==> src/rtl/core/mrsi_sqrt.sv <==
`timescale 1ns / 1ps
`default_nettype none
// ----------------------------------------------------------------------------
// mrsi_sqrt
// Pipelined 64-bit integer square root, one result bit per stage, with a
// side band that travels alongside.
// ----------------------------------------------------------------------------
module mrsi_sqrt #(
    parameter int SIDE_W = 8
) (
    input  wire               clk,
    input  wire               rst_n,
    input  wire               en,
    input  wire               in_valid,
    input  wire [63:0]        in_rad,
    input  wire [SIDE_W-1:0]  in_side,
    output logic              out_valid,
    output logic [31:0]       out_root,
    output logic [SIDE_W-1:0] out_side
);
    localparam int STEPS = 32;
    localparam int RW    = 35;

    logic [STEPS-1:0]  vld_reg;
    logic [63:0]       x_reg     [STEPS];
    logic [RW-1:0]     rem_reg   [STEPS];
    logic [31:0]       root_reg  [STEPS];
    logic [SIDE_W-1:0] side_reg  [STEPS];
    logic [63:0]       x_cur     [STEPS];
    logic [RW-1:0]     rem_cur   [STEPS];
    logic [31:0]       root_cur  [STEPS];
    logic [63:0]       x_next    [STEPS];
    logic [RW-1:0]     rem_next  [STEPS];
    logic [31:0]       root_next [STEPS];
    logic [RW-1:0]     acc       [STEPS];
    logic [RW-1:0]     trial     [STEPS];

    always_comb
    begin
        x_cur[0]    = in_rad;
        rem_cur[0]  = '0;
        root_cur[0] = '0;
        for (int g = 1; g < STEPS; g++)
        begin
            x_cur[g]    = x_reg[g-1];
            rem_cur[g]  = rem_reg[g-1];
            root_cur[g] = root_reg[g-1];
        end
        for (int g = 0; g < STEPS; g++)
        begin
            acc[g]       = {rem_cur[g][RW-3:0], x_cur[g][63:62]};
            trial[g]     = RW'({root_cur[g], 2'b01});
            x_next[g]    = {x_cur[g][61:0], 2'b00};
            rem_next[g]  = (acc[g] >= trial[g]) ? acc[g] - trial[g] : acc[g];
            root_next[g] = {root_cur[g][30:0], acc[g] >= trial[g]};
        end
    end

    always_ff @(posedge clk or negedge rst_n)
    begin
        if (!rst_n)
        begin
            vld_reg <= '0;
        end
        else if (en)
        begin
            vld_reg <= {vld_reg[STEPS-2:0], in_valid};
        end
    end

    always_ff @(posedge clk)
    begin
        if (en)
        begin
            side_reg[0] <= in_side;
            for (int g = 1; g < STEPS; g++)
            begin
                side_reg[g] <= side_reg[g-1];
            end
            for (int g = 0; g < STEPS; g++)
            begin
                x_reg[g]    <= x_next[g];
                rem_reg[g]  <= rem_next[g];
                root_reg[g] <= root_next[g];
            end
        end
    end

    assign out_valid = vld_reg[STEPS-1];
    assign out_root  = root_reg[STEPS-1];
    assign out_side  = side_reg[STEPS-1];

endmodule
`default_nettype wire

==> config.mk <==
export PLATFORM = sky130hd
export DESIGN_NAME = mrsi_sqrt
export DESIGN_NICKNAME = d
export VERILOG_FILES = /design/src/rtl/core/mrsi_sqrt.sv
export SDC_FILE = /design/constraint.sdc
export NUM_CORES = 2
export LEC_CHECK = 0
export BUFFER_PORTS_ARGS = -buffer_cell sky130_fd_sc_hd__buf_2
export CORE_UTILIZATION = 27
export DETAILED_ROUTE_END_ITERATION = 8
export GPL_TIMING_DRIVEN = 0
export PLACE_DENSITY_LB_ADDON = 0.05
export SYNTH_ARGS = -nofsm -noshare
export SYNTH_HDL_FRONTEND = slang
export SYNTH_MEMORY_MAX_BITS = 65536
export SYNTH_SLANG_ARGS = --single-unit
==> constraint.sdc <==
create_clock -name clk -period 8.25 [get_ports clk]
set_input_delay 1.65 -clock clk [delete_from_list [all_inputs] [get_ports clk]]
set_output_delay 1.65 -clock clk [all_outputs]
set_load 0.01 [all_outputs]
# ---- Word-level counts from Yosys, hierarchy flattened
# Memory sizes are Yosys's and may differ from the RTL's.
# Index checks and enable logic that the tools add are counted.
# W data, S select, Z words.
dict set report totals {
  reg_bits 32
  in_bits 76
  n_memories 4
  elab_cells 103
  ramBits 4384
  out_inout_bits 41
}
dict set report classes {
  muxes 34
  magnitude_cmp 32
  add_sub_neg 32
}
# memory words word_bits rd rd_ports_with_merged_regs wr line_no
set memory_table {}
lappend memory_table {x_reg 32 62 31 0 32 25} ;# logic [63:0] x_reg [STEPS];
lappend memory_table {rem_reg 32 35 31 0 32 26} ;# logic [RW-1:0] rem_reg [STEPS];
lappend memory_table {root_reg 32 32 32 0 32 27} ;# logic [31:0] root_reg [STEPS];
lappend memory_table {side_reg 32 8 32 0 32 28} ;# logic [SIDE_W-1:0] side_reg [STEPS];
# operator count
set ops {}
lappend ops {{$mux W35} 32}
lappend ops {{$ge A35 B34 Y1} 31}
lappend ops {{$sub A35 B34 Y35} 31}
lappend ops {{$sub A2 B1 Y3 const B} 1}
lappend ops {{$ge A2 B1 Y1 const B} 1}
lappend ops {{$mux W1} 2}

# ---- Depth between registers and ports, before layout
# An unclocked memory read counts as a cell.
dict set report logic_depth {
  ltp_word 3
  mapped_depth 14
  depth_no_buf 12
}

# ---- Worst setup path after synthesis
# OpenSTA, ideal clock, no wires.
dict set report synth_path {
  kind {register -> register}
  start {memory rem_reg[27][5] (netlist: rem_reg[1][390])}
  end {memory rem_reg[28][7] (netlist: rem_reg[1][427]) (data pin)}
  t_arrival_ns 2.992
  slack_ns 4.988
  stages_incl_launch_ff 11
  t_required_ns 7.980
  path_buffers 2
  path_cell_list {edfxtp_1 ha_1 nand2_1 or2_2 o211ai_1 a311oi_1 o2111a_1 nor2_1 buf_2 buf_1 a21oi_1}
}
# element line_no
set synth_rtl {}
lappend synth_rtl {{from (decl)} 26}

==> flow_summary.yaml <==
synth:
  synth.area.top_cells: "edfxtp_1, ha_1, xnor2_1"
  yosys.area.top_type: "edfxtp_1"
  syn-num-nets: 10000
  ys.flop_type: "edfxtp_1"
  synthTopCellsByCount: "edfxtp_1, inv_1, nand2_1, ha_1, a21oi_1"
  postSynthAreaPerCell_um2: 13.4
  yosysWarnings: 0
  ys_seq_area_share_pct: 66.4
  netlist.area_leader.share_pct: 65.8
  netlist_area_mm2: 0.125
  synthArstFlopShare_pct: 1.15
  synthCells: 9375
  ys_types: 98
  synth_edf_count: 2750
  synth.most_common_cell: "edfxtp_1"
  ys_ff_latch: 2782
setup_path:
  required_ps: 8920
  critPathKind: "flop to flop"
  crit_path_start_kind: "flop"
  slowest_delay_ps: 720
  crit_chain: "inv_1 -> ha_1 -> clkbuf_1 -> a21o_1 -> a211oi_1 -> o2111ai_1 -> o21ai_0 -> o21ai_0 -> nor2_1 -> clkbuf_1 -> clkbuf_1 -> nand2_1 -> o21ai_0"
  cp_max_fo: 10
  reg2reg_slack_ps: 2990
  cp.arrival_ps: 5930
  slowest_stage: "clkbuf_1"
  crit_path_end_kind: "flop"
drt:
  wl_per_cell_um: 18.3
  vias: 73400
  drtPass1Iterations: 5
  via_per_inst: 4.50
  ant_nets: 0
  routed_wl_um: 299000
  met2_length_um: 143000
  wl_met1_um: 134000
  drt_iter0_drc: 4957
  highest_layer: "met5"
  met3_length_um: 11700
  drc: 0
place:
  dp_slack_ps: 2580
  gp_congestion: 0.821
  io_buffers: 116
  placed_cell_area_mm2: 0.134
  dp_hpwl_um: 214000
floorplan:
  core-area_mm2: 0.463
  die_w_um: 684
  die_area_mm2: 0.467
  ios: 117
  die_height_um: 684
  rows: 250
  start_util_pct: 27.1
power_and_ir_drop:
  power_leakage_nw: 53.7
  ir_drop_mv: 0.177
  pwr_density_cell_mw_per_mm2: 286
global_route:
  grt_pass1_vias: 74100
  grt_max_degree: 166
  grt_pass1_wl_um: 455000
  grt_usage_pct: 12.4
  grt_overflow: 0
  antenna_found_initial: 11
run:
  maxCapViolCount: 0
clock_network:
  numCtsBuffers: 345
  path_clk_slew_ps: 50
  cts_tree: "built"
  cts_resized: 0
  clockRootBuffer: "clkbuf_16"
  clockBufferDepth: 4
  hold_buffers: 0
  insertion_delay_ps: 960
  clock-sinks: 2782
  post-cts-setup-buffers: 0
  htree_num_levels: 5
timing:
  fin_crit_sh_pct: 63.8
  skew_ps: 69.2
  timing.fmax_ghz: 0.190
  slew_viol_final: 0
  worstMarginPinSlew_ps: 1320
  setup_viol: 0
  grt_setup_unrepaired: "false"
  hold_viol: 0
  finalSetupTns_ps: 0
  fin_crit_ps: 5260
  fin_ws_ps: 2990
  slew_headroom_pct: 11.0
finish:
  drive_above_1_share_pct: 8.49
  largest_reg_flops: 992
  finalInstanceArea_mm2: 0.146
  area_delta_synth_final_pct: 15.9
  fillerInstances: 46000
  fin_nets: 10500
outcome:
  status: "finished clean"
worst_hold_path:
  hold_class: "flop to flop"
[routing by layer]
metal | GRT usage, % | up-vias
li1 | - | 35900
met1 | 16.2 | 35800
met2 | 21.1 | 1247
met3 | 1.85 | 504
met5 | 0 | -
met4 | 4.20 | 2
[where the power goes]
group	total (mW)	internal [mW]	switching (mW)	leakage (nW)
registers	18.9	17.8	1.12	26.9
clock network	14.9	8.71	6.18	5.36
logic	7.80	3.12	4.68	21.4
[cell families after synthesis]
| kind of cell | count (synthesis) | share of synthesized area (%) |
|---|---|---|
| multiplexers | 132 | 1.17 |
| AND/OR/NAND/NOR | 2327 | 9.20 |
| adder cells (fa/ha/maj) | 561 | 5.59 |
| AO/OA/AOI/OAI | 1864 | 9.27 |
| XOR/XNOR | 792 | 5.53 |
| buffers and inverters | 916 | 2.79 |
| flip-flops | 2782 | 66.4 |
| other | 1 | 0.00299 |
[placed cells by master (no fill, tap or decap), types with 349 or more instances in the layout]
cell,count
edfxtp_1,2750
inv_1,712
nand2_1,643
ha_1,561
a21oi_1,540
nor2_1,534
o21ai_0,504
xnor2_1,403
xor2_1,389
clkbuf_16,349
[final cells by class]
| type | count | area [µm²] | share of cell area (%) |
|---|---|---|---|
| sequential | 2782 | 83400 | 57.3 |
| multi-input combinational | 5677 | 38600 | 26.5 |
| clock buffer | 432 | 9080 | 6.24 |
| tap | 6174 | 7720 | 5.31 |
| inverter | 716 | 2690 | 1.85 |
| clock inverter | 199 | 2080 | 1.43 |
| timing repair buffer | 135 | 1100 | 0.758 |
| buffer | 200 | 810 | 0.556 |
| antenna | 1 | 2.50 | 0.00172 |
[critical path, delay by kind of cell (launching register included)]
kind                     cells  cell delay, ps
AO/OA/AOI/OAI                6            2130
adder cells (fa/ha/maj)      1             280
AND/OR/NAND/NOR              2             480
flip-flops                   1             410
buffers and inverters        4            1700
[path summary, 6_finish.rpt]
kind | startpoint | end | depth (start not counted)
max | root_reg[1][242]$_DFFE_PP_ | rem_reg[1][294]$_DFFE_PP_ | 13
min | x_reg[1][43]$_DFFE_PP_ | x_reg[1][107]$_DFFE_PP_ | 0
max reg2reg | root_reg[1][242]$_DFFE_PP_ | rem_reg[1][294]$_DFFE_PP_ | 13
min reg2reg | x_reg[1][43]$_DFFE_PP_ | x_reg[1][107]$_DFFE_PP_ | 0
max in group asynchronous | rst_n | vld_reg[28]$_DFFE_PN0P_ | 1
min in group asynchronous | rst_n | vld_reg[4]$_DFFE_PN0P_ | 1
[metrics by stage]
step | hold WS, ps | utilization (%) | total power [mW] | instances
after detailed placement | 405 | 29.0 | 27.0 | 15700
final | 389 | 31.4 | 41.6 | 16300
after global placement | 400 | 28.9 | 28.3 | 15700
after CTS | 380 | 31.4 | 42.4 | 16300
after floorplan | 400 | - | 24.1 | 9375
after global routing | 385 | 31.4 | 43.9 | 16300
No activity file was read; power rests on OpenSTA's default activity.
